**src/design/psf_pkg.sv**
```systemverilog
// Shared types and constants for the PNG Sub-filter scanline block.
`default_nettype none
package psf_pkg;

    localparam int COL_W      = 16;   // column counter width
    localparam int SAMPLE_W   = 16;
    localparam int CH_MAX     = 4;
    localparam int DATA_MAX   = 8;    // data bytes per pixel at most
    localparam int NDATA_W    = 4;    // holds 1..DATA_MAX
    localparam int DIDX_W     = 3;    // indexes DATA_MAX entries
    localparam int POS_W      = 4;    // holds 0..DATA_MAX
    localparam int QDEPTH     = 2;
    localparam int QPTR_W     = 1;
    localparam int QCNT_W     = 2;
    localparam int CFG_IDX_W  = 2;
    localparam int CFG_DATA_W = 16;

    // Register indexes of the configuration port.
    localparam logic [CFG_IDX_W-1:0] REG_BPC   = 2'd0;
    localparam logic [CFG_IDX_W-1:0] REG_CHAN  = 2'd1;
    localparam logic [CFG_IDX_W-1:0] REG_BGR   = 2'd2;
    localparam logic [CFG_IDX_W-1:0] REG_WIDTH = 2'd3;

    localparam logic [1:0] BPC_WIDE = 2'd2;

    // Filter-type bytes.
    localparam logic [7:0] FILTER_NONE = 8'd0;
    localparam logic [7:0] FILTER_SUB  = 8'd1;

    typedef struct packed {
        logic [1:0]       bpc;
        logic [2:0]       chan;
        logic             bgr;
        logic [COL_W-1:0] width;
    } cfg_t;

    typedef logic [DATA_MAX-1:0][7:0] data_bytes_t;

    // One classified pixel: the data bytes in output order and the framing.
    typedef struct packed {
        data_bytes_t        bytes;
        logic [NDATA_W-1:0] n_data;
        logic               has_filter;
        logic               wide;
    } job_t;

endpackage
`default_nettype wire

```
**src/design/psf_if.sv**
```systemverilog
// Handshake interfaces for the pixel input and the byte output channels.
`default_nettype none
interface psf_pix_if;
    logic                          valid;
    logic                          ready;
    logic [psf_pkg::SAMPLE_W-1:0]  sample0;
    logic [psf_pkg::SAMPLE_W-1:0]  sample1;
    logic [psf_pkg::SAMPLE_W-1:0]  sample2;
    logic [psf_pkg::SAMPLE_W-1:0]  sample3;

    modport source (output valid, sample0, sample1, sample2, sample3, input ready);
    modport sink   (input valid, sample0, sample1, sample2, sample3, output ready);
endinterface

interface psf_byte_if;
    logic       valid;
    logic       ready;
    logic [7:0] out_byte;
    logic       is_filter_byte;
    logic       last;

    modport source (output valid, out_byte, is_filter_byte, last, input ready);
    modport sink   (input valid, out_byte, is_filter_byte, last, output ready);
endinterface
`default_nettype wire

```
**src/design/psf_front.sv**
```systemverilog
// Front end: accepts pixels, applies the Sub filter or byte split, tracks the row.
`default_nettype none
module psf_front (
    input  wire logic           clk,
    input  wire logic           rst_n,
    input  wire psf_pkg::cfg_t  cfg,
    psf_pix_if.sink             pix_in,
    output logic                push_valid,
    input  wire logic           push_ready,
    output psf_pkg::job_t       push_data
);

    logic [31:0]                 prev_reg;
    logic [31:0]                 prev_next;
    logic [psf_pkg::COL_W-1:0]   col_reg;
    logic [psf_pkg::COL_W-1:0]   col_next;
    logic [psf_pkg::COL_W:0]     col_plus;
    logic                        accept;
    logic                        first;
    logic                        wide;
    logic                        bgr_eff;
    logic [2:0]                  nch;
    logic [3:0][7:0]             lo;
    logic [3:0][7:0]             hi;
    logic [3:0][7:0]             diff;

    assign accept     = pix_in.valid && pix_in.ready;
    assign pix_in.ready = push_ready;
    assign push_valid = pix_in.valid;

    assign first = (col_reg == '0);
    assign wide  = (cfg.bpc == psf_pkg::BPC_WIDE);

    always_comb
    begin
        if (cfg.chan == 3'd0)
        begin
            nch = 3'd1;
        end
        else if (cfg.chan > 3'(psf_pkg::CH_MAX))
        begin
            nch = 3'(psf_pkg::CH_MAX);
        end
        else
        begin
            nch = cfg.chan;
        end
    end

    assign bgr_eff = cfg.bgr && (nch >= 3'd3) && !wide;

    assign lo[0] = pix_in.sample0[7:0];
    assign lo[1] = pix_in.sample1[7:0];
    assign lo[2] = pix_in.sample2[7:0];
    assign lo[3] = pix_in.sample3[7:0];
    assign hi[0] = pix_in.sample0[15:8];
    assign hi[1] = pix_in.sample1[15:8];
    assign hi[2] = pix_in.sample2[15:8];
    assign hi[3] = pix_in.sample3[15:8];

    // The first pixel of a row subtracts zero.
    always_comb
    begin
        for (int c = 0; c < psf_pkg::CH_MAX; c++)
        begin
            diff[c] = lo[c] - (first ? 8'd0 : prev_reg[8*c +: 8]);
        end
    end

    always_comb
    begin
        push_data            = '0;
        push_data.has_filter = first;
        push_data.wide       = wide;
        if (wide)
        begin
            push_data.n_data = {nch, 1'b0};
            for (int c = 0; c < psf_pkg::CH_MAX; c++)
            begin
                push_data.bytes[2*c]   = hi[c];
                push_data.bytes[2*c+1] = lo[c];
            end
        end
        else
        begin
            push_data.n_data   = {1'b0, nch};
            push_data.bytes[0] = bgr_eff ? diff[2] : diff[0];
            push_data.bytes[1] = diff[1];
            push_data.bytes[2] = bgr_eff ? diff[0] : diff[2];
            push_data.bytes[3] = diff[3];
        end
    end

    assign prev_next = {lo[3], lo[2], lo[1], lo[0]};
    assign col_plus  = {1'b0, col_reg} + 1'b1;
    assign col_next  = (col_plus >= {1'b0, cfg.width}) ? '0 : col_plus[psf_pkg::COL_W-1:0];

    always_ff @(posedge clk or negedge rst_n)
    begin
        if (!rst_n)
        begin
            prev_reg <= '0;
            col_reg  <= '0;
        end
        else if (accept)
        begin
            prev_reg <= prev_next;
            col_reg  <= col_next;
        end
    end

`ifndef SYNTH
    a_row_wrap: assert property (@(posedge clk) disable iff (!rst_n)
        accept && (col_plus >= {1'b0, cfg.width}) |=> col_reg == '0)
        else $error("column count did not wrap at row end");

    a_job_len: assert property (@(posedge clk) disable iff (!rst_n)
        push_valid |-> (push_data.n_data != '0) &&
                       (push_data.n_data <= 4'(psf_pkg::DATA_MAX)))
        else $error("job data length out of range");

    a_prev_store: assert property (@(posedge clk) disable iff (!rst_n)
        accept |=> prev_reg == $past(prev_next))
        else $error("previous pixel not stored on accept");
`endif

endmodule
`default_nettype wire

```
**src/design/psf_fifo.sv**
```systemverilog
// Two-entry job queue between the front end and the byte sequencer.
`default_nettype none
module psf_fifo (
    input  wire logic           clk,
    input  wire logic           rst_n,
    input  wire logic           push_valid,
    output logic                push_ready,
    input  wire psf_pkg::job_t  push_data,
    output logic                pop_valid,
    input  wire logic           pop_ready,
    output psf_pkg::job_t       pop_data
);

    psf_pkg::job_t                 mem [psf_pkg::QDEPTH];
    logic [psf_pkg::QPTR_W-1:0]    wr_ptr_reg;
    logic [psf_pkg::QPTR_W-1:0]    rd_ptr_reg;
    logic [psf_pkg::QCNT_W-1:0]    count_reg;
    logic [psf_pkg::QCNT_W-1:0]    count_next;
    logic                          push;
    logic                          pop;

    assign push_ready = (count_reg != psf_pkg::QCNT_W'(psf_pkg::QDEPTH));
    assign pop_valid  = (count_reg != '0);
    assign pop_data   = mem[rd_ptr_reg];
    assign push       = push_valid && push_ready;
    assign pop        = pop_valid && pop_ready;

    always_comb
    begin
        count_next = count_reg;
        if (push && !pop)
        begin
            count_next = count_reg + 1'b1;
        end
        else if (pop && !push)
        begin
            count_next = count_reg - 1'b1;
        end
    end

    always_ff @(posedge clk)
    begin
        if (push)
        begin
            mem[wr_ptr_reg] <= push_data;
        end
    end

    always_ff @(posedge clk or negedge rst_n)
    begin
        if (!rst_n)
        begin
            wr_ptr_reg <= '0;
            rd_ptr_reg <= '0;
            count_reg  <= '0;
        end
        else
        begin
            if (push)
            begin
                wr_ptr_reg <= wr_ptr_reg + 1'b1;
            end
            if (pop)
            begin
                rd_ptr_reg <= rd_ptr_reg + 1'b1;
            end
            count_reg <= count_next;
        end
    end

`ifndef SYNTH
    a_no_overflow: assert property (@(posedge clk) disable iff (!rst_n)
        count_reg <= psf_pkg::QCNT_W'(psf_pkg::QDEPTH))
        else $error("queue count above depth");

    a_ptr_gap: assert property (@(posedge clk) disable iff (!rst_n)
        (count_reg == psf_pkg::QCNT_W'(psf_pkg::QDEPTH) || count_reg == '0)
            |-> wr_ptr_reg == rd_ptr_reg)
        else $error("queue pointers disagree with count");

    a_push_pop: assert property (@(posedge clk) disable iff (!rst_n)
        push && pop |=> count_reg == $past(count_reg))
        else $error("queue count moved on simultaneous push and pop");
`endif

endmodule
`default_nettype wire

```
**src/design/psf_back.sv**
```systemverilog
// Byte sequencer: walks each queued job and drives the registered byte output.
`default_nettype none
module psf_back (
    input  wire logic           clk,
    input  wire logic           rst_n,
    input  wire logic           pop_valid,
    output logic                pop_ready,
    input  wire psf_pkg::job_t  pop_data,
    psf_byte_if.source          byte_out
);

    logic [psf_pkg::POS_W-1:0]   pos_reg;
    logic [psf_pkg::POS_W-1:0]   pos_next;
    logic [psf_pkg::POS_W-1:0]   n_total;
    logic [psf_pkg::POS_W-1:0]   data_idx;
    logic                        adv;
    logic                        last_now;
    logic                        filt_now;
    logic [7:0]                  byte_now;
    logic                        out_valid_reg;
    logic                        out_valid_next;
    logic [7:0]                  out_byte_reg;
    logic                        out_filt_reg;
    logic                        out_last_reg;

    assign n_total  = pop_data.n_data + psf_pkg::POS_W'(pop_data.has_filter);
    assign data_idx = pos_reg - psf_pkg::POS_W'(pop_data.has_filter);
    assign filt_now = pop_data.has_filter && (pos_reg == '0);
    assign last_now = (pos_reg == n_total - 1'b1);

    always_comb
    begin
        if (filt_now)
        begin
            byte_now = pop_data.wide ? psf_pkg::FILTER_NONE : psf_pkg::FILTER_SUB;
        end
        else
        begin
            byte_now = pop_data.bytes[data_idx[psf_pkg::DIDX_W-1:0]];
        end
    end

    // A waiting job refills the output register whenever it is empty or being drained.
    assign adv       = pop_valid && (!out_valid_reg || byte_out.ready);
    assign pop_ready = adv && last_now;

    always_comb
    begin
        pos_next = pos_reg;
        if (adv)
        begin
            pos_next = last_now ? '0 : pos_reg + 1'b1;
        end
    end

    always_comb
    begin
        if (adv)
        begin
            out_valid_next = 1'b1;
        end
        else if (byte_out.ready)
        begin
            out_valid_next = 1'b0;
        end
        else
        begin
            out_valid_next = out_valid_reg;
        end
    end

    always_ff @(posedge clk or negedge rst_n)
    begin
        if (!rst_n)
        begin
            pos_reg       <= '0;
            out_valid_reg <= 1'b0;
        end
        else
        begin
            pos_reg       <= pos_next;
            out_valid_reg <= out_valid_next;
        end
    end

    always_ff @(posedge clk)
    begin
        if (adv)
        begin
            out_byte_reg <= byte_now;
            out_filt_reg <= filt_now;
            out_last_reg <= last_now;
        end
    end

    assign byte_out.valid          = out_valid_reg;
    assign byte_out.out_byte       = out_byte_reg;
    assign byte_out.is_filter_byte = out_filt_reg;
    assign byte_out.last           = out_last_reg;

`ifndef SYNTH
    a_pos_range: assert property (@(posedge clk) disable iff (!rst_n)
        pop_valid |-> pos_reg < n_total)
        else $error("byte position beyond job length");

    a_pos_idle: assert property (@(posedge clk) disable iff (!rst_n)
        !pop_valid |-> pos_reg == '0)
        else $error("byte position nonzero with no job");

    a_filter_not_last: assert property (@(posedge clk) disable iff (!rst_n)
        adv && filt_now |-> !last_now)
        else $error("filter byte marked as last of a pixel");
`endif

endmodule
`default_nettype wire

```
**src/design/png_scanline_sub_filter.sv**
```systemverilog
// Top level of the PNG scanline generator with Sub filtering and 16-bit byte split.
//
// Each accepted pixel produces its PNG scanline bytes on byte_out, one byte per
// cycle unless byte_out.ready stalls it: a filter-type byte when the pixel opens
// a row, then one byte per channel in 8-bit mode or two bytes per channel (high
// byte first) in 16-bit mode, so a pixel yields 1 to 9 bytes and the sustained
// rate is set by that one-byte-per-cycle output register. Pixels are taken on
// back-to-back cycles while the two-entry job queue between the filter front end
// and the byte sequencer has room; the first byte of a pixel passes through the
// job queue and then the output register before it is presented on byte_out.
// Configuration is taken at any time but should be written only while no
// pixel is in flight.
`default_nettype none
module png_scanline_sub_filter (
    input  wire logic                              clk,
    input  wire logic                              rst_n,
    input  wire logic                              cfg_we,
    input  wire logic [psf_pkg::CFG_IDX_W-1:0]     cfg_index,
    input  wire logic [psf_pkg::CFG_DATA_W-1:0]    cfg_data,
    psf_pix_if.sink                                pix_in,
    psf_byte_if.source                             byte_out
);

    psf_pkg::cfg_t  cfg_reg;
    logic           push_valid;
    logic           push_ready;
    psf_pkg::job_t  push_data;
    logic           pop_valid;
    logic           pop_ready;
    psf_pkg::job_t  pop_data;

    always_ff @(posedge clk or negedge rst_n)
    begin
        if (!rst_n)
        begin
            cfg_reg.bpc   <= 2'd1;
            cfg_reg.chan  <= 3'd1;
            cfg_reg.bgr   <= 1'b0;
            cfg_reg.width <= 16'd1;
        end
        else if (cfg_we)
        begin
            unique case (cfg_index)
                psf_pkg::REG_BPC:   cfg_reg.bpc   <= cfg_data[1:0];
                psf_pkg::REG_CHAN:  cfg_reg.chan  <= cfg_data[2:0];
                psf_pkg::REG_BGR:   cfg_reg.bgr   <= cfg_data[0];
                psf_pkg::REG_WIDTH: cfg_reg.width <= cfg_data[psf_pkg::COL_W-1:0];
                default:            cfg_reg       <= cfg_reg;
            endcase
        end
    end

    psf_front u_front (
        .clk        (clk),
        .rst_n      (rst_n),
        .cfg        (cfg_reg),
        .pix_in     (pix_in),
        .push_valid (push_valid),
        .push_ready (push_ready),
        .push_data  (push_data)
    );

    psf_fifo u_fifo (
        .clk        (clk),
        .rst_n      (rst_n),
        .push_valid (push_valid),
        .push_ready (push_ready),
        .push_data  (push_data),
        .pop_valid  (pop_valid),
        .pop_ready  (pop_ready),
        .pop_data   (pop_data)
    );

    psf_back u_back (
        .clk        (clk),
        .rst_n      (rst_n),
        .pop_valid  (pop_valid),
        .pop_ready  (pop_ready),
        .pop_data   (pop_data),
        .byte_out   (byte_out)
    );

endmodule
`default_nettype wire

```
**src/flat_wrapper.sv**
```systemverilog
// flat-port wrapper written by rule: the top's interface ports become plain ports
module png_scanline_sub_filter_flat 
  (clk, rst_n, cfg_we, cfg_index, cfg_data, pix_in_valid, pix_in_sample0, pix_in_sample1, pix_in_sample2, pix_in_sample3, pix_in_ready, byte_out_valid, byte_out_out_byte, byte_out_is_filter_byte, byte_out_last, byte_out_ready);
  psf_pix_if pix_in_i ();
  psf_byte_if byte_out_i ();
  input  wire logic clk;
  input  wire logic rst_n;
  input  wire logic cfg_we;
  input  wire logic [psf_pkg::CFG_IDX_W-1:0] cfg_index;
  input  wire logic [psf_pkg::CFG_DATA_W-1:0] cfg_data;
  input wire logic [$bits(pix_in_i.valid)-1:0] pix_in_valid;
  input wire logic [$bits(pix_in_i.sample0)-1:0] pix_in_sample0;
  input wire logic [$bits(pix_in_i.sample1)-1:0] pix_in_sample1;
  input wire logic [$bits(pix_in_i.sample2)-1:0] pix_in_sample2;
  input wire logic [$bits(pix_in_i.sample3)-1:0] pix_in_sample3;
  output wire logic [$bits(pix_in_i.ready)-1:0] pix_in_ready;
  output wire logic [$bits(byte_out_i.valid)-1:0] byte_out_valid;
  output wire logic [$bits(byte_out_i.out_byte)-1:0] byte_out_out_byte;
  output wire logic [$bits(byte_out_i.is_filter_byte)-1:0] byte_out_is_filter_byte;
  output wire logic [$bits(byte_out_i.last)-1:0] byte_out_last;
  input wire logic [$bits(byte_out_i.ready)-1:0] byte_out_ready;
  assign pix_in_i.valid = pix_in_valid;
  assign pix_in_i.sample0 = pix_in_sample0;
  assign pix_in_i.sample1 = pix_in_sample1;
  assign pix_in_i.sample2 = pix_in_sample2;
  assign pix_in_i.sample3 = pix_in_sample3;
  assign pix_in_ready = pix_in_i.ready;
  assign byte_out_valid = byte_out_i.valid;
  assign byte_out_out_byte = byte_out_i.out_byte;
  assign byte_out_is_filter_byte = byte_out_i.is_filter_byte;
  assign byte_out_last = byte_out_i.last;
  assign byte_out_i.ready = byte_out_ready;
  png_scanline_sub_filter u_core (.clk(clk), .rst_n(rst_n), .cfg_we(cfg_we), .cfg_index(cfg_index), .cfg_data(cfg_data), .pix_in(pix_in_i), .byte_out(byte_out_i));
endmodule
```
**config.mk**
```make
export PLATFORM = sky130hd
export DESIGN_NAME = png_scanline_sub_filter_flat
export DESIGN_NICKNAME = d
export VERILOG_FILES = /design/src/design/psf_pkg.sv /design/src/design/psf_if.sv /design/src/design/psf_front.sv /design/src/design/psf_fifo.sv /design/src/design/psf_back.sv /design/src/design/png_scanline_sub_filter.sv /design/src/flat_wrapper.sv
export SDC_FILE = /design/constraint.sdc
export NUM_CORES = 1
export LEC_CHECK = 0
export ABC_AREA = 1
export BUFFER_PORTS_ARGS = -buffer_cell sky130_fd_sc_hd__clkbuf_2
export CAP_MARGIN = 20
export CORE_MARGIN = 3
export CORE_UTILIZATION = 65
export DETAILED_ROUTE_END_ITERATION = 7
export PLACE_DENSITY = 0.86
export SLEW_MARGIN = 0
export SYNTH_ARGS = -nofsm -noshare
export SYNTH_HDL_FRONTEND = slang
export SYNTH_HIERARCHICAL = 1
export SYNTH_SLANG_ARGS = --single-unit
```
**constraint.sdc**
```tcl
create_clock -name clk -period 10.7 [get_ports clk]
set_input_delay 1.07 -clock clk [delete_from_list [all_inputs] [get_ports clk]]
set_output_delay 1.07 -clock clk [all_outputs]
set_load 0.05 [all_outputs]
```
== Yosys cells after proc, flatten, opt, wreduce, memory -nomap -nowiden ==
Memory sizes are Yosys's and may differ from the RTL's.
Index checks and enable logic that the tools add are counted.
Widths: inputs -> output; s select.
Storage, ports and cells
  register bits: 89
  RAM bits: 140
  bits of input ports: 87
  output and inout bits: 12
  memories: 1
Memory list
  u_core.u_fifo.mem: words 2, bits a word 70, rd ports 1, clocked after Yosys merged registers in 0, wr ports 1, RTL line psf_fifo.sv:14  | psf_pkg::job_t mem [psf_pkg::QDEPTH];
Cells by class
  add/sub/neg operators: 13
  $lt $le $gt $ge: 4
  eq/ne operators: 6
  mux-type cells: 22
  reduce and logical (&&, ||, !) cells: 25
Operators by type and width (number)
  $mux 8: 8
  $mux 36: 1
  $mux 32: 1
  $sub 8x8->8: 4
  $bmux 8 s3: 1
  $add 16x1->17 const B: 1
  $ge 17x16->1: 1
  $logic_not 16->1: 1
  $mux 16: 1
  $logic_and 1x1->1: 9
  $reduce_and 2->1: 4
  $eq 2x2->1 const B: 3
  $mux 3: 2
  $reduce_bool 2->1: 3
  $mux 1: 5
  $add 4x1->4: 1
  $add 4x1->4 const B: 1
  $eq 4x4->1: 1
  $logic_not 1->1: 4
  $logic_not 4->1: 1
  $lt 3x4->1 const B: 1
  $mux 2: 2
  $mux 4: 1
  $sub 4x1->4 const B: 1
  other kinds (11): 12

== Longest topological paths before layout ==
An unclocked memory read counts as a cell.
  word-level depth: 9
  gate-level depth with buffers: 23
  mapped depth without buffers: 21

== Cells and area by module ==
The synthesis kept the hierarchy.
By module, submodules not included
  psf_fifo: times used 1, cells each 394, area each 5345.1 µm², sequential area each 4304.1 µm²
  psf_front: times used 1, cells each 761, area each 4863.4 µm², sequential area each 1201.2 µm²
  psf_back: times used 1, cells each 207, area each 1366.3 µm², sequential area each 425.4 µm²
  png_scanline_sub_filter: times used 1, cells each 103, area each 967.2 µm², sequential area each 554.3 µm²

== Worst setup path after synthesis ==
No wires, ideal clock.
  kind: input-to-reg
  from: input pix_in_valid
  to: memory u_core/u_fifo/mem[0][0] in the netlist's numbering (enable)
  arrival: 4.159 ns
  required time: 10.202 ns
  slack: 6.043 ns
  stages on the path: 3
  cell sequence: buf_4 nand2_2 nor2_1
Between the ends
  longest elaborated chain between the ends: 3
RTL lines
  from (decl): RTL line flat_wrapper.sv:11  | input wire logic [$bits(pix_in_i.valid)-1:0] pix_in_valid;
  $logic_and 1x1->1: RTL line psf_fifo.sv:25  | assign push = push_valid && push_ready;
  $mux 1: RTL line psf_fifo.sv:43  | if (push)
  $mux 1 (implied by the code): RTL line psf_fifo.sv:45  | mem[wr_ptr_reg] <= push_data;
  to (decl): RTL line psf_fifo.sv:14
Every way passes these cells.

==> impl_metrics.json <==
{
  "slew_headroom": 0.358,
  "io_buffer_count": 98,
  "dr.pass1.iters": 6,
  "postCtsHoldBufs": 0,
  "vias_per_cell": 5.65,
  "max_freq_mhz": 262,
  "critical_path.slowest_cell": "ha_1",
  "cts_tree": "built",
  "yosysSeqAreaShare": 0.517,
  "cp.depth": 10,
  "end_kind": "flip-flop",
  "syn_nets": 1609,
  "synth-async-reset-ratio": 0.345,
  "required_ns": 10.97,
  "status": "finished, final reports clean",
  "syn2layout_area_growth_pct": 11.0,
  "clock_skew_ns": 0.00916,
  "fp.dieH_um": 145,
  "grt_max_degree": 78,
  "synth_edf_count": 150,
  "startpoint_type": "flip-flop",
  "period_needed_ns": 3.82,
  "met3_usage": 0.0369,
  "criticalPathCategory": "flip-flop to flip-flop",
  "slowest_delay_ns": 0.93,
  "post_dp_cell_area_um2": 13100,
  "fillers": 1349,
  "io-pin-count": 99,
  "vias": 10300,
  "final_util": 0.739,
  "cts_buffer_depth": 3,
  "crit_chain": "buf_4 -> inv_6 -> nand2_1 -> nand2_1 -> ha_1 -> inv_2 -> o21ai_0 -> o22ai_1 -> nor2_1 -> nor2_1",
  "rsz0062_at_grt": "no",
  "ys_warn_count": 6,
  "ir_drop_mv": 0.138,
  "synth_cell_types": 47,
  "grt_util_met1": 0.403,
  "powerDensity_nw_per_um2": 300,
  "slew_viol_final": 0,
  "htreeDepth": 1,
  "synthFlopType": "edfxtp_1",
  "hold_viol_final": 0,
  "crit_family": "buffers and inverters",
  "antenna_found_initial": 0,
  "whs_path_depth": 2,
  "postCtsResizedCells": 0,
  "drc_errors": 0,
  "grt_pass1_wl_mm": 48.4,
  "dp.cells": 1772,
  "finalSetupTns_ns": 0,
  "diodes": 0,
  "grt_busiest_layer": "met2",
  "clkLatencyLatePin_ns": 0.51,
  "ant_nets": 0,
  "grt_pass1_vias": 9755,
  "cts_buffers": 24,
  "p_leak_nw": 6.77,
  "mostFrequentLayoutCells": "533 x nand2_1, 150 x edfxtp_1, 144 x inv_1, 138 x nor2_1, 97 x clkbuf_2",
  "clkTransAtPathRegs_ns": 0.06,
  "row_count": 50,
  "worst_pin_slew_ns": 0.962,
  "routabilityCongestion": 0.906,
  "avgSynthCellArea_um2": 8.56,
  "grt_use_met2": 0.452,
  "cts_setup_buffers": 0,
  "wire_per_inst_um": 16.5,
  "fp.coreArea_um2": 18800,
  "min_path_type": "flip-flop to flip-flop",
  "hpwl_mm": 20.6,
  "initial_core_util": 0.666,
  "cts_root_buffer": "clkbuf_16",
  "syn_area_um2": 12500,
  "p_total_mw": 4.17,
  "crit_buf_inv": 3,
  "drt-initial-drc-count": 1197,
  "die_area_um2": 21000,
  "layout_commonest_cell": "nand2_1",
  "grt_usage": 0.282,
  "final_cell_area_um2": 13900,
  "arrival_ns": 4.09,
  "finalSetupViolCount": 0,
  "final_cells": 1816,
  "largest_register_ffs": 140,
  "cts_sinks": 229,
  "worst-path-max-fanout": 72,
  "drive_gt1_frac": 0.123,
  "synth_cells": 1465,
  "ys_ff_latch": 229,
  "grt-ovfl-total": 0,
  "final_min_period_over_clock_period": 0.357,
  "drv_cap": 0,
  "nets": 1682,
  "die_w_um": 145,
  "r2r_cells": 10,
  "finalWirelength_mm": 30.0
}
path summary, 6_finish.rpt:
kind | startpoint | to | slack, ns
worst max-delay path | u_core/u_fifo/rd_ptr_reg$_DFFE_PN0P_ | u_core/u_back/byte_out.out_byte[6]$_SDFFCE_PP0P_ | 6.88
worst min-delay path | u_core/cfg_reg[5]$_DFFE_PN0P_ | u_core/cfg_reg[5]$_DFFE_PN0P_ | 0.48
worst max register to register | u_core/u_fifo/rd_ptr_reg$_DFFE_PN0P_ | u_core/u_back/byte_out.out_byte[6]$_SDFFCE_PP0P_ | 6.88
worst min register to register | u_core/cfg_reg[5]$_DFFE_PN0P_ | u_core/cfg_reg[5]$_DFFE_PN0P_ | 0.48
max in group asynchronous | rst_n | u_core/u_front/prev_reg[20]$_DFFE_PN0P_ | 9.18
min in group asynchronous | rst_n | u_core/u_fifo/count_reg[1]$_DFFE_PN0P_ | 0.51
stage by stage:
stage	worst slack, ns	hold WS (ns)
after floorplan	6.04	0.442
after global placement	7.12	0.458
after detailed placement	6.98	0.458
after CTS	6.96	0.480
after global routing	6.55	0.499
final	6.88	0.477
cell type report:
cell class	count	area (um2)	area share
multi-input cells	1028	5120	0.368
clock inverters	15	198	0.0142
well taps	260	325	0.0234
clock buffers	29	671	0.0482
inverters	150	568	0.0408
flip-flops and latches	229	6490	0.466
repair buffers	105	546	0.0392
where the power goes:
group,leakage [nW],internal (mW),total [mW],switching [mW]
registers,2.41,1.33,1.45,0.119
logic,3.92,0.556,1.82,1.26
clock network,0.436,0.565,0.901,0.336
total,6.77,2.45,4.17,1.72
tightest hold or removal path, cell delays in order (launching register included):
cell,delay (ns)
dfrtp_1,0.34
nand2_1,0.05
nand2_1,0.06
cells by family (layout without fill, tap and decap cells):
family          Yosys count  in the layout  share of synthesized area
compound gates          142            142                     0.0660
buf+inv                 208            299                     0.0757
simple gates            804            804                      0.263
fa+ha+maj                57             57                     0.0593
flops                   229            229                      0.517
xor+xnor                 25             25                     0.0187
synthesized netlist by cell type (6+ instances only):
cell type	count	area (um2)
inv_1	144	541
nor2_1	140	526
xnor2_1	7	61.3
clkbuf_1	16	60.1
dfrtp_1	76	1900
xor2_1	16	140
o22ai_1	10	62.6
nand3_1	72	360
o21ai_1	8	40.0
nand4_1	28	175
or2_2	6	37.5
o21ai_0	67	335
buf_4	7	52.6
buf_2	20	100
o211ai_1	11	82.6
nand3b_1	7	52.6
edfxtp_1	150	4500
buf_6	15	169
nand2_1	534	2000
a21oi_1	25	125
o21ai_2	9	78.8
ha_1	53	663
metal layers:
metal  part of all wire  vias up
met1               0.42     4776
met3              0.086       75
met4              0.030        0
li1                   -     4901
met2               0.47      505
met5                  0        -
(Power assumes the default switching activity.)
